**src/hdl/tdt_pkg.sv**
```systemverilog
// Shared types, constants and tables of the terrain downward transmittance unit.
`default_nettype none

package tdt_pkg;

   // Stage counts
   localparam int CORDIC_STAGES = 16;
   localparam int ATAN_LEN      = 24;
   localparam int CORDIC_N      = (CORDIC_STAGES > ATAN_LEN) ? ATAN_LEN :
                                  ((CORDIC_STAGES < 0) ? 0 : CORDIC_STAGES);
   localparam int NUM_W         = 34;   // direct-term numerator width, one divider cell per bit
   localparam int DEN_W         = 17;   // divisor is twice the zenith cosine
   localparam int PIPE_DEPTH    = CORDIC_N + NUM_W + 7;

   // Datapath widths
   localparam int XY_W = 33;            // CORDIC x and y, signed Q2.30
   localparam int Z_W  = 27;            // CORDIC angle, 1/262144 degree

   localparam logic signed [XY_W-1:0] CORDIC_GAIN = 33'sd652032874;
   localparam logic [19:0] OUT_MAX     = 20'hFFFFF;
   localparam logic [19:0] DIFFUSE_MAX = 20'd131072;

   // Configuration register indexes
   typedef enum logic [2:0] {
      REG_SUN_ZENITH        = 3'd0,
      REG_SUN_AZIMUTH       = 3'd1,
      REG_COS_SUN_ZENITH    = 3'd2,
      REG_TRANS_DOWN_TOTAL  = 3'd3,
      REG_TRANS_DOWN_DIRECT = 3'd4
   } csr_index_type;

   typedef struct packed {
      logic [12:0] slope;
      logic [14:0] aspect;
   } req_type;

   typedef struct packed {
      logic signed [15:0] incidence_cos;
      logic [15:0]        skyview;
      logic [19:0]        trans_effective;
      logic               in_shadow;
   } rsp_type;

   typedef struct packed {
      logic signed [XY_W-1:0] x;
      logic signed [XY_W-1:0] y;
      logic signed [Z_W-1:0]  z;
      logic                   flip;
   } cordic_lane_type;

   // Lane 0: sun zenith, lane 1: slope, lane 2: azimuth difference
   typedef struct packed {
      logic                  valid;
      cordic_lane_type [2:0] lane;
   } cordic_bus_type;

   typedef struct packed {
      logic                  valid;
      logic [NUM_W-1:0]      num;
      logic [DEN_W-1:0]      rem;
      logic [NUM_W-1:0]      quo;
      logic signed [15:0]    inc;
      logic [15:0]           sky;
      logic [17:0]           diffuse;
      logic                  shadow;
   } div_bus_type;

   // Arctangent of 2^-i in 1/262144 degree
   function automatic logic signed [Z_W-1:0] cordic_atan(input logic [4:0] idx);
      logic signed [Z_W-1:0] val;
      unique case (idx)
         5'd0:    val = 27'sd11796480;
         5'd1:    val = 27'sd6963869;
         5'd2:    val = 27'sd3679517;
         5'd3:    val = 27'sd1867780;
         5'd4:    val = 27'sd937515;
         5'd5:    val = 27'sd469214;
         5'd6:    val = 27'sd234664;
         5'd7:    val = 27'sd117339;
         5'd8:    val = 27'sd58671;
         5'd9:    val = 27'sd29335;
         5'd10:   val = 27'sd14668;
         5'd11:   val = 27'sd7334;
         5'd12:   val = 27'sd3667;
         5'd13:   val = 27'sd1833;
         5'd14:   val = 27'sd917;
         5'd15:   val = 27'sd458;
         5'd16:   val = 27'sd229;
         5'd17:   val = 27'sd115;
         5'd18:   val = 27'sd57;
         5'd19:   val = 27'sd29;
         5'd20:   val = 27'sd14;
         5'd21:   val = 27'sd7;
         5'd22:   val = 27'sd4;
         5'd23:   val = 27'sd2;
         default: val = '0;
      endcase
      return val;
   endfunction

endpackage

`default_nettype wire

```
**src/hdl/tdt_div_cell.sv**
```systemverilog
// One restoring-division cell: settles one quotient bit per stage.
`default_nettype none

module tdt_div_cell (
   input  wire logic                       clock,
   input  wire logic                       reset,
   input  wire logic [tdt_pkg::DEN_W-1:0]  divisor,
   input  wire tdt_pkg::div_bus_type       bus_i,
   output tdt_pkg::div_bus_type            bus_o
);

   tdt_pkg::div_bus_type bus_ff, bus_in;
   logic [tdt_pkg::DEN_W:0] trial;
   logic                    fits;

   // Bring down the next numerator bit and try the subtract
   always_comb begin
      trial  = {bus_i.rem, bus_i.num[tdt_pkg::NUM_W-1]};
      fits   = (trial >= {1'b0, divisor});
      bus_in = bus_i;
      bus_in.num = {bus_i.num[tdt_pkg::NUM_W-2:0], 1'b0};
      bus_in.quo = {bus_i.quo[tdt_pkg::NUM_W-2:0], fits};
      if (fits) begin
         bus_in.rem = tdt_pkg::DEN_W'(trial - {1'b0, divisor});
      end else begin
         bus_in.rem = trial[tdt_pkg::DEN_W-1:0];
      end
   end

   always_ff @(posedge clock) begin
      if (reset) begin
         bus_ff.valid <= 1'b0;
      end else begin
         bus_ff <= bus_in;
      end
   end

   assign bus_o = bus_ff;

endmodule

`default_nettype wire
```
**config.mk**
```make
export PLATFORM = sky130hd
export DESIGN_NAME = tdt_div_cell
export DESIGN_NICKNAME = d
export VERILOG_FILES = /design/src/hdl/tdt_pkg.sv /design/src/hdl/tdt_div_cell.sv
export SDC_FILE = /design/constraint.sdc
export NUM_CORES = 1
export LEC_CHECK = 0
export ABC_CLOCK_PERIOD_IN_PS = 4300
export CORE_ASPECT_RATIO = 0.75
export CORE_MARGIN = 5
export CORE_UTILIZATION = 45
export CTS_CLUSTER_SIZE = 20
export DETAILED_ROUTE_END_ITERATION = 7
export DONT_BUFFER_PORTS = 1
export PLACE_DENSITY_LB_ADDON = 0.15
export SETUP_SLACK_MARGIN = 0.15
export SLEW_MARGIN = 20
export SYNTH_ARGS = -nofsm -noshare
export SYNTH_HDL_FRONTEND = slang
export SYNTH_SLANG_ARGS = --single-unit
```
**constraint.sdc**
```tcl
create_clock -name clock -period 4.3 [get_ports clock]
set_input_delay 0.86 -clock clock [delete_from_list [all_inputs] [get_ports clock]]
set_output_delay 0.86 -clock clock [all_outputs]
set_load 0.01 [all_outputs]
```
# After elaboration in Yosys (flattened, before gate mapping)

Cells that the tools add are included.

Bits in registers: 136
Output and inout port bits: 137

Add/sub/neg operators: 1
Magnitude comparators: 1
Mux-type cells: 1

Operators by type and width:

| cell                                             | number |
|---|---|
| 18-bit by 17-bit >= comparator with 1-bit output | 1 |
| 17-bit two-way mux                               | 1 |
| 17-bit subtractor                                | 1 |

# Depth between registers and ports, before layout

Word-level depth: 2
Mapped depth: 12
Gate-level depth less buffers: 11

# Least setup slack after synthesis

Ideal clock, no wire load.

Path type: input -> register
Start: in reset
End: reg bus_ff, in the netlist bus_o[0], enable pin
Setup time: 0.487 ns
Arrival: 3.466 ns
Setup slack: 0.347 ns
Stages on the path: 1
Path buffers: 0
Path through: inv_1

RTL lines:

| item                   | line               | text |
|---|---|---|
| start: declaration     | tdt_div_cell.sv:6  | `input wire logic reset,` |
| end signal: assignment | tdt_div_cell.sv:34 | `bus_ff <= bus_in;` |
| end: declaration       | tdt_div_cell.sv:12 | `tdt_pkg::div_bus_type bus_ff, bus_in;` |

No word-level cell between the ends.

==> run metrics <==
Worst-Margin Slew 0.901 ns; Resize count post-CTS 0; Num CTS Buffers 17; Cell Area, Placed 5480 µm²; minimum clock period 2.89 ns; clock buffer depth 2; Area contributors post-synth edfxtp_1 (77%), ha_1 (4.0%), mux2_4 (2.8%), inv_1 (1.6%), xnor2_1 (1.3%); antenna violations before repair 0; initial core utilization 0.458; # fillers 925; GR peak layer met2; final wirelength 12400 µm; critical path type in2reg; GR met3 Demand/Resource 0.0654; most common cell in the synthesized netlist edfxtp_1; total track usage 0.172; clock root cell clkbuf_16; GR Overflow Total 0; pins over their slew limit 0; DRC viols 0; yosys warns 0; Die Width 135 µm; detailed placement HPWL 9480 µm; pin count of the biggest net entering global routing 76; Yosys reg bits 136; Vias/cell 5.13; worst endpoint data arrival time 3.04 ns; Finished Cell Area 6090 µm²; number of core rows 34; number of I/O port buffers 0; Clock Sinks 136; number of synthesized flops with an enable pin 135; Gate Count Post-Synth 292; type of the most critical hold path in2reg; worst-path maximum fanout 10; setup violators final 0; antenna viol nets, final 0; top cell type's share of synthesized area 0.768; die area 14000 µm²; Max VDD drop 0.312 mV; CTS hold repair buffers 0; area leader, netlist edfxtp_1; 1st-pass router iterations 4; Pwr per Cell Area 565 nW/µm²; final hold vios 0; Final TNS setup 0 ns; CTS tree built; library cells used by synthesis 48; Max Fclk 346 MHz; Final period util 0.672; GP Congestion 0.783; syn_nets 466; vias post-DR 2487; crit path capture type register; layout cells sized above 1 0.170; Req. time, crit path 4.45 ns; run status finished clean; met1 Track Usage GR 0.185; Die Ht 104 µm; multi-input logic area 1070 µm²; Syn-to-layout area delta 15.3%; Final Non-Filler Cells 485; Syn Std Cell Area 5280 µm²; Placed Cells 453; diodes inserted 0; P_leak 2.22 nW; number of global-route vias before repair 2622; crit start category input pin; met2 global-route usage 0.306; worst slack at placement 1.00 ns; drt wl/cell 25.5 µm; io pins 293; max reg flops 136; Seq/Total Area, Yosys 0.772; worst rel slew slack 0.399; Reg clk slew, reported paths 0.06 ns; asr flop ratio synth 0; max-cap violations 0; # nets final 484; Core ar. 11500 µm²; first-pass GRT wire length 17500 µm; Pwr Total 3.44 mW; Post-synth top flop edfxtp_1; final core utilization 0.528; most frequent cells after synthesis edfxtp_1 (135), inv_1 (23), ha_1 (17), a21oi_1 (13), mux2_4 (10); mean area per synthesized cell 18.1 µm²; H-tree lvl count 4; Min Hold Slack 0.519 ns; setup slack after layout 1.41 ns; RSZ-0062 raised after global routing false; Post CTS Setup Buffer Count 0; First DRT Iteration DRCs 131; Sequential Area 4070 µm²
[final timing paths]
kind                    from         end  slack (ns)  cells after the start
setup / recovery  bus_i[135]   bus_o[97]        1.41                     11
hold / removal         reset  bus_o[136]        0.52                      1
[worst max-delay path, cell delays in order]
cell and delay [ns]:
inv_1 0.03, ha_1 0.15, inv_1 0.05, fa_1 0.40, a21oi_1 0.31, or3_4 0.20, a21oi_4 0.06, o21bai_4 0.26
and2_4 0.33, inv_12 0.08, mux2_4 0.30
[area by class of cell]
type,instances,area share
Sequential cell,136,0.669
Multi-Input combinational cell,130,0.176
Clock buffer,18,0.0705
Tap cell,162,0.0333
Clock inverter,14,0.0300
Inverter,24,0.0173
Timing Repair Buffer,1,0.00329
[where the power goes]
group          switching [mW]  internal [mW]  total [mW]
clock                   0.577          0.929        1.51
combinational           0.118         0.0940       0.212
sequential              0.115           1.60        1.72
total                   0.811           2.63        3.44
[cell usage in the layout, fill, tap and decap left out, drive strengths merged, types with 4 or more instances in the layout]
master,instances
ha,17
nand3,8
inv,32
o31ai,4
nor3,4
and2,4
o21ai,7
clkbuf,18
a21oi,15
mux2,10
nor2,6
xnor2,8
nand2,9
edfxtp,135
[logic make-up (layout without fill, tap and decap cells)]
family / after synthesis / after routing / share of synthesized area
AOI/OAI and AO/OA: 47 / 47 / 0.0669
xor gates and xnor gates: 11 / 11 / 0.0183
muxes: 11 / 11 / 0.0303
and+or+nand+nor: 42 / 42 / 0.0432
adders and majority gates: 18 / 18 / 0.0441
DFF: 136 / 136 / 0.772
buffers and inverters: 26 / 57 / 0.0247
other: 1 / 1 / 0.000711
[per-layer routing]
layer  vias up  share of wire
li1       1157              -
met1      1187           0.37
met2       133           0.54
met3        10          0.081
met4         0          0.012
met5         -              0
Note: power is estimated with default switching activity, not from simulation.
