$ cat src/hdl/tdt_pkg.sv
// Shared types, constants and tables of the terrain downward transmittance unit.
`default_nettype none

package tdt_pkg;

   // Stage counts
   localparam int CORDIC_STAGES = 16;
   localparam int ATAN_LEN      = 24;
   localparam int CORDIC_N      = (CORDIC_STAGES > ATAN_LEN) ? ATAN_LEN :
                                  ((CORDIC_STAGES < 0) ? 0 : CORDIC_STAGES);
   localparam int NUM_W         = 34;   // direct-term numerator width, one divider cell per bit
   localparam int DEN_W         = 17;   // divisor is twice the zenith cosine
   localparam int PIPE_DEPTH    = CORDIC_N + NUM_W + 7;

   // Datapath widths
   localparam int XY_W = 33;            // CORDIC x and y, signed Q2.30
   localparam int Z_W  = 27;            // CORDIC angle, 1/262144 degree

   localparam logic signed [XY_W-1:0] CORDIC_GAIN = 33'sd652032874;
   localparam logic [19:0] OUT_MAX     = 20'hFFFFF;
   localparam logic [19:0] DIFFUSE_MAX = 20'd131072;

   // Configuration register indexes
   typedef enum logic [2:0] {
      REG_SUN_ZENITH        = 3'd0,
      REG_SUN_AZIMUTH       = 3'd1,
      REG_COS_SUN_ZENITH    = 3'd2,
      REG_TRANS_DOWN_TOTAL  = 3'd3,
      REG_TRANS_DOWN_DIRECT = 3'd4
   } csr_index_type;

   typedef struct packed {
      logic [12:0] slope;
      logic [14:0] aspect;
   } req_type;

   typedef struct packed {
      logic signed [15:0] incidence_cos;
      logic [15:0]        skyview;
      logic [19:0]        trans_effective;
      logic               in_shadow;
   } rsp_type;

   typedef struct packed {
      logic signed [XY_W-1:0] x;
      logic signed [XY_W-1:0] y;
      logic signed [Z_W-1:0]  z;
      logic                   flip;
   } cordic_lane_type;

   // Lane 0: sun zenith, lane 1: slope, lane 2: azimuth difference
   typedef struct packed {
      logic                  valid;
      cordic_lane_type [2:0] lane;
   } cordic_bus_type;

   typedef struct packed {
      logic                  valid;
      logic [NUM_W-1:0]      num;
      logic [DEN_W-1:0]      rem;
      logic [NUM_W-1:0]      quo;
      logic signed [15:0]    inc;
      logic [15:0]           sky;
      logic [17:0]           diffuse;
      logic                  shadow;
   } div_bus_type;

   // Arctangent of 2^-i in 1/262144 degree
   function automatic logic signed [Z_W-1:0] cordic_atan(input logic [4:0] idx);
      logic signed [Z_W-1:0] val;
      unique case (idx)
         5'd0:    val = 27'sd11796480;
         5'd1:    val = 27'sd6963869;
         5'd2:    val = 27'sd3679517;
         5'd3:    val = 27'sd1867780;
         5'd4:    val = 27'sd937515;
         5'd5:    val = 27'sd469214;
         5'd6:    val = 27'sd234664;
         5'd7:    val = 27'sd117339;
         5'd8:    val = 27'sd58671;
         5'd9:    val = 27'sd29335;
         5'd10:   val = 27'sd14668;
         5'd11:   val = 27'sd7334;
         5'd12:   val = 27'sd3667;
         5'd13:   val = 27'sd1833;
         5'd14:   val = 27'sd917;
         5'd15:   val = 27'sd458;
         5'd16:   val = 27'sd229;
         5'd17:   val = 27'sd115;
         5'd18:   val = 27'sd57;
         5'd19:   val = 27'sd29;
         5'd20:   val = 27'sd14;
         5'd21:   val = 27'sd7;
         5'd22:   val = 27'sd4;
         5'd23:   val = 27'sd2;
         default: val = '0;
      endcase
      return val;
   endfunction

endpackage

`default_nettype wire

$ cat src/hdl/tdt_cordic_cell.sv
// One CORDIC rotation cell, three angle lanes side by side.
`default_nettype none

module tdt_cordic_cell (
   input  wire logic                   clock,
   input  wire logic                   reset,
   input  wire logic [4:0]             stage_idx,
   input  wire tdt_pkg::cordic_bus_type bus_i,
   output tdt_pkg::cordic_bus_type     bus_o
);

   tdt_pkg::cordic_bus_type bus_ff, bus_in;
   logic signed [tdt_pkg::Z_W-1:0] atan_val;

   assign atan_val = tdt_pkg::cordic_atan(stage_idx);

   // Rotate each lane toward zero residual angle
   always_comb begin
      bus_in       = bus_i;
      for (int l = 0; l < 3; l++) begin
         if (bus_i.lane[l].z >= 0) begin
            bus_in.lane[l].x = bus_i.lane[l].x - (bus_i.lane[l].y >>> stage_idx);
            bus_in.lane[l].y = bus_i.lane[l].y + (bus_i.lane[l].x >>> stage_idx);
            bus_in.lane[l].z = bus_i.lane[l].z - atan_val;
         end else begin
            bus_in.lane[l].x = bus_i.lane[l].x + (bus_i.lane[l].y >>> stage_idx);
            bus_in.lane[l].y = bus_i.lane[l].y - (bus_i.lane[l].x >>> stage_idx);
            bus_in.lane[l].z = bus_i.lane[l].z + atan_val;
         end
      end
   end

   // Hand to the next cell
   always_ff @(posedge clock) begin
      if (reset) begin
         bus_ff.valid <= 1'b0;
      end else begin
         bus_ff <= bus_in;
      end
   end

   assign bus_o = bus_ff;

endmodule

`default_nettype wire

$ cat config.mk
export PLATFORM = sky130hd
export DESIGN_NAME = tdt_cordic_cell
export DESIGN_NICKNAME = d
export VERILOG_FILES = /design/src/hdl/tdt_pkg.sv /design/src/hdl/tdt_cordic_cell.sv
export SDC_FILE = /design/constraint.sdc
export NUM_CORES = 2
export LEC_CHECK = 0
export BUFFER_PORTS_ARGS = -buffer_cell sky130_fd_sc_hd__buf_2
export CORE_MARGIN = 4
export CORE_UTILIZATION = 46
export DETAILED_ROUTE_END_ITERATION = 7
export PLACE_DENSITY = 0.72
export RECOVER_POWER = 100
export SETUP_SLACK_MARGIN = 0.3
export SLEW_MARGIN = 10
export SYNTH_ARGS = -nofsm -noshare
export SYNTH_HDL_FRONTEND = slang
export SYNTH_SLANG_ARGS = --single-unit
export TNS_END_PERCENT = 1
$ cat constraint.sdc
create_clock -name clock -period 9 [get_ports clock]
set_input_delay 2.25 -clock clock [delete_from_list [all_inputs] [get_ports clock]]
set_output_delay 2.25 -clock clock [all_outputs]
set_load 0.005 [all_outputs]
# Word-level counts from Yosys, hierarchy flattened
# Memory sizes are Yosys's and may differ from the RTL's.
# Cells that the tools add are included.
[word_totals]
regBits = 283
romBits = 768
mem_count = 1
[memory_table]
columns = ["memory", "depth", "width", "rd", "rd_ports_with_merged_regs", "wr", "line", "source"]
rows = [
  ["(name not given)", 32, 24, 1, 0, 0, "tdt_pkg.sv:71", "unique case (idx)"],
]
[op_classes]
n_addsub = 18
magnitude_cmp = 3
shift = 6
mux = 3
[op_table]
columns = ["op", "count"]
rows = [
  ["$mux 93", 3],
  ["$add 33x33->33", 6],
  ["$sshr 33x5->33", 6],
  ["$sub 33x33->33", 6],
  ["$add 27x27->27", 3],
  ["$ge 27x1->1 const B", 3],
  ["$sub 27x27->27", 3],
]

# Depth between registers and ports, before layout
[logic_depth]
depth_word = 3
mapped_depth = 35
mapped_depth_nobuf = 26

# Least setup slack after synthesis
# No wires, ideal clock.
[synth_timing]
path_type = "input to register"
start = "in stage_idx[1]"
end = "reg bus_ff (netlist bit bus_o[26]) (data pin)"
arrival_ns = 9.307
t_required_ns = 8.738
setup_slack_ns = -0.569
path_stages = 31
n_path_buf = 6
cell_sequence = "inv_2 -> buf_2 -> buf_1 -> buf_2 -> buf_2 -> clkbuf_1 -> ha_1 -> buf_1 -> nor2_1 -> nor3b_1 -> a31oi_1 -> o21a_1 -> ha_1 -> inv_1 -> or3b_2 -> or3_1 -> nand3b_1 -> nor2_2 -> nand2_1 -> nor4b_1 -> a21oi_1 -> a21oi_1 -> ha_1 -> a21o_1 -> a21oi_1 -> o21a_1 -> a31oi_1 -> and4_1 -> a2111oi_0 -> a21oi_1 -> xor2_1"
[synth_rtl]
columns = ["item", "line", "source"]
rows = [
  ["from (decl)", "tdt_cordic_cell.sv:7", "input wire logic [4:0] stage_idx,"],
  ["to (signal assigned)", "tdt_cordic_cell.sv:38", "bus_ff <= bus_in;"],
  ["to (decl)", "tdt_cordic_cell.sv:12", "tdt_pkg::cordic_bus_type bus_ff, bus_in;"],
]

==> metrics.yaml <==
crit_path_start_kind: "primary input"
synthToLayoutAreaGrowth_pct: 13.1
synth.cell_area_sq_um: 40200
synth_enable_flop_cells: 282
max-clock-path-buffers: 3
drtIter0Drc: 4571
layout-drive-gt1-share: 0.202
place.port_buffers: 572
comb_power_share: 0.532
finalHoldViolCount: 0
violations: "DRC, capacitance limit, slew limit"
grt_antenna_before_repair: 29
share_of_the_cycle_needed_by_the_critical_path_after_routing: 0.932
critPathRequiredTime_ps: 9310
critPathArrivalTime_ps: 8700
fp.dieW_microns: 304
drt_pre_antenna_iters: 8
stdcell_count: 6012
final.min_clock_period_ps: 8380
yosys_register_bits: 283
worst_hold_path_type: "in -> reg"
initial_utilization: 0.463
track_usage: 0.315
fin_nets: 5388
ioPinCount: 573
cts_buffers: 35
pre_cts_ws_ps: 76.0
postRouteWirelength_microns: 152000
place.gp.congestion: 1.01
drt-wirelength-per-cell_microns: 25.3
timing.critical_path.to: "bus_o[280]$_DFFE_PN_"
internal_power_mw: 4.44
grt_first_pass_wirelength_microns: 224000
grt_start_max_net_pins: 148
chipHeight_microns: 304
maxSlewViolCount: 286
synth_seq_area_share: 0.211
setup_viol: 0
post_synth_main_area_contributors: "sky130_fd_sc_hd__edfxtp_1 21%, sky130_fd_sc_hd__mux4_2 15%, sky130_fd_sc_hd__ha_1 8.9%"
crit_type: "in -> reg"
run_status: "finished with violations"
setup.worst_path.end_class: "register"
cts-hold-fix-buffers: 0
netlist.area_leader.share: 0.211
final.setup.tns_ps: 0
cts_setup_buffers: 0
mappedNetlistNets: 4878
power.ir.vdd_worst_v: 0.000144
nFillCells: 8105
max_capacitance_violation_count: 3
cts_sinks: 283
fraction_of_power_spent_switching_nets: 0.403
synth_flop_cell: "sky130_fd_sc_hd__edfxtp_1"
placedCellCount: 5921
largest_driver_fanout_on_the_critical_path: 40
grt_overflow: 0
power.static_leakage_nw: 18.2
hold_path_startpoint: "bus_i[0]"
drcViolationCount: 1
p_sw_mw: 2.99
power.clock.fraction: 0.187
netlist_instances: 4293
yosys.area.top_type: "sky130_fd_sc_hd__edfxtp_1"
largest_register_ffs: 283
synth.yosys.warnings: 0
worst_slew_margin_rel: -1.53
clock_root_buffer: "sky130_fd_sc_hd__clkbuf_16"
worst_setup_path_startpoint: "stage_idx[0]"
place.detailed.hpwl_microns: 119000
dpl-instance-area_sq_um: 44600
rows: 108
post_drt_via_cell_ratio: 6.48
pwr-share-seq: 0.281
cellPowerDensity_nw_per_um2: 164
rsz_0062_raised_after_global_routing: "true"
asyncSetResetFlopFracSynth: 0
postSynthAreaPerCell_sq_um: 9.36
grt_pass1_vias: 37296
cts_tree: "built"
crit_path_setup_slack_layout_ps: 616
core_area_sq_um: 86800
fp.dieArea_sq_um: 92100
yosys.cell_types.count: 96
fmax_ghz: 0.119
htree_num_levels: 2
routed-via-count: 38953
post_cts_resized: 0
clock_transition_at_the_registers_of_the_reported_paths_ps: 60
finalInstanceArea_sq_um: 45400
final_antenna_net_count: 0
tightest_slew_ps: 3790
-- metal layers --
metal | routed length (microns) | up-vias | share of wire | GRT usage
li1 | - | 17451 | - | -
met1 | 59000 | 18590 | 0.39 | 0.407
met2 | 68100 | 2410 | 0.45 | 0.498
met3 | 17300 | 500 | 0.11 | 0.0805
met4 | 7680 | 2 | 0.051 | 0.142
met5 | 9 | - | 0.000059 | 0
-- worst max-delay path, cell delays in order --
cell and delay, ps:
sky130_fd_sc_hd__buf_12 240, sky130_fd_sc_hd__mux4_1 660, sky130_fd_sc_hd__mux2_2 320, sky130_fd_sc_hd__mux4_1 620, sky130_fd_sc_hd__or3_1 380, sky130_fd_sc_hd__or4b_1 570, sky130_fd_sc_hd__nand4bb_1 270, sky130_fd_sc_hd__or3_1 400
sky130_fd_sc_hd__nor3_1 220, sky130_fd_sc_hd__mux2_2 350, sky130_fd_sc_hd__a22oi_1 250, sky130_fd_sc_hd__ha_1 350, sky130_fd_sc_hd__a21oi_1 160, sky130_fd_sc_hd__nor2b_1 80, sky130_fd_sc_hd__o211a_1 210, sky130_fd_sc_hd__a221oi_1 510
sky130_fd_sc_hd__o21ai_0 320, sky130_fd_sc_hd__a21oi_1 230, sky130_fd_sc_hd__o31ai_1 110, sky130_fd_sc_hd__xor2_1 160
-- metrics by stage --
stage,utilization,total power [mW],hold slack (ps)
floorplan,-,4.74,2320
global placement,0.514,6.02,2430
CTS,0.527,7.48,1820
global route,0.523,7.91,1840
detailed placement,0.514,6.05,2430
finish,0.524,7.43,1850
-- layout by cell type (no fill, tap or decap), drive strengths merged, types with 26 or more instances in the layout --
cell    synthesis  final
a211oi         44     44
a21boi         26     26
a21o          114    114
a21oi         302    302
a31oi          26     26
and2           38     38
and3           35     35
buf           126    474
clkbuf        103    273
diode           0     30
edfxtp        282    282
ha            286    286
inv           125    128
mux2          119    119
mux2i         160    160
mux4          282    282
nand2         391    391
nand2b         73     73
nand3          70     70
nor2          312    312
nor2b          37     37
nor3           54     54
o211ai         32     32
o21a           56     56
o21ai         304    304
o21bai         43     43
o22ai          30     30
o31ai          42     42
or2            34     34
or3            29     29
xnor2         286    286
xor2          154    154
-- synthesized netlist by cell type, types with 10 or more instances --
library cell,number
sky130_fd_sc_hd__mux4_2,272
sky130_fd_sc_hd__a211oi_1,43
sky130_fd_sc_hd__o31a_1,14
sky130_fd_sc_hd__nand2_1,391
sky130_fd_sc_hd__xor2_1,154
sky130_fd_sc_hd__nand3_1,70
sky130_fd_sc_hd__or2_2,31
sky130_fd_sc_hd__nand2b_1,73
sky130_fd_sc_hd__nand4_1,23
sky130_fd_sc_hd__ha_1,286
sky130_fd_sc_hd__o22ai_1,30
sky130_fd_sc_hd__a31oi_1,26
sky130_fd_sc_hd__nor3_1,54
sky130_fd_sc_hd__mux4_1,10
sky130_fd_sc_hd__a21oi_1,301
sky130_fd_sc_hd__a221oi_1,21
sky130_fd_sc_hd__o21ai_0,299
sky130_fd_sc_hd__buf_1,48
sky130_fd_sc_hd__a21o_1,114
sky130_fd_sc_hd__o21bai_1,43
sky130_fd_sc_hd__mux2_2,116
sky130_fd_sc_hd__xnor2_1,286
sky130_fd_sc_hd__and3_1,35
sky130_fd_sc_hd__o21a_1,56
sky130_fd_sc_hd__clkbuf_1,103
sky130_fd_sc_hd__mux2i_1,160
sky130_fd_sc_hd__a211o_1,15
sky130_fd_sc_hd__a21boi_0,25
sky130_fd_sc_hd__buf_2,52
sky130_fd_sc_hd__inv_1,123
sky130_fd_sc_hd__or3_1,28
sky130_fd_sc_hd__buf_6,19
sky130_fd_sc_hd__o211ai_1,32
sky130_fd_sc_hd__a22oi_1,18
sky130_fd_sc_hd__and2_1,37
sky130_fd_sc_hd__nor4_1,11
sky130_fd_sc_hd__o31ai_1,40
sky130_fd_sc_hd__nor2_1,311
sky130_fd_sc_hd__edfxtp_1,282
sky130_fd_sc_hd__nor2b_1,37
-- cell families after synthesis --
logic type,after synthesis,share of synthesized area
AND/OR/NAND/NOR,1158,0.136
adder cells (fa/ha/maj),295,0.0935
buffers and inverters,356,0.0394
multiplexers,561,0.232
XOR/XNOR,440,0.0959
AO/OA/AOI/OAI,1200,0.192
flip-flops,283,0.211
-- power groups by stage --
stage / clock network (mW) / logic [mW] / registers [mW]
final: 1.39 / 3.95 / 2.09
after global routing: 1.48 / 4.31 / 2.12
after CTS: 1.42 / 3.98 / 2.08
after detailed placement: 0 / 3.95 / 2.10
after global placement: 0 / 3.92 / 2.10
after floorplan: 0 / 2.59 / 2.15
-- area by class of cell --
class / count / area, sq um / share of cell area
Antenna cell: 30 / 75.1 / 0.00165
Clock buffer: 45 / 913 / 0.0201
Clock inverter: 16 / 165 / 0.00364
Inverter: 127 / 488 / 0.0107
Multi-Input combinational cell: 3654 / 30100 / 0.663
Sequential cell: 283 / 8490 / 0.187
Tap cell: 1155 / 1450 / 0.0318
Timing Repair Buffer: 702 / 3720 / 0.0818
-- how the worst min path moves through the flow --
stage | slack (ps) | depth (start not counted) | end
global route | 1840 | 1 | bus_o[0]$_DFFE_PN_
finish | 1850 | 1 | bus_o[0]$_DFFE_PN_
global placement | 2430 | 1 | bus_o[188]$_DFFE_PN_
CTS | 1820 | 1 | bus_o[0]$_DFFE_PN_
detailed placement | 2430 | 1 | bus_o[94]$_DFFE_PN_
floorplan | 2320 | 1 | bus_o[282]$_SDFF_PP0_
(Power assumes the default switching activity.)
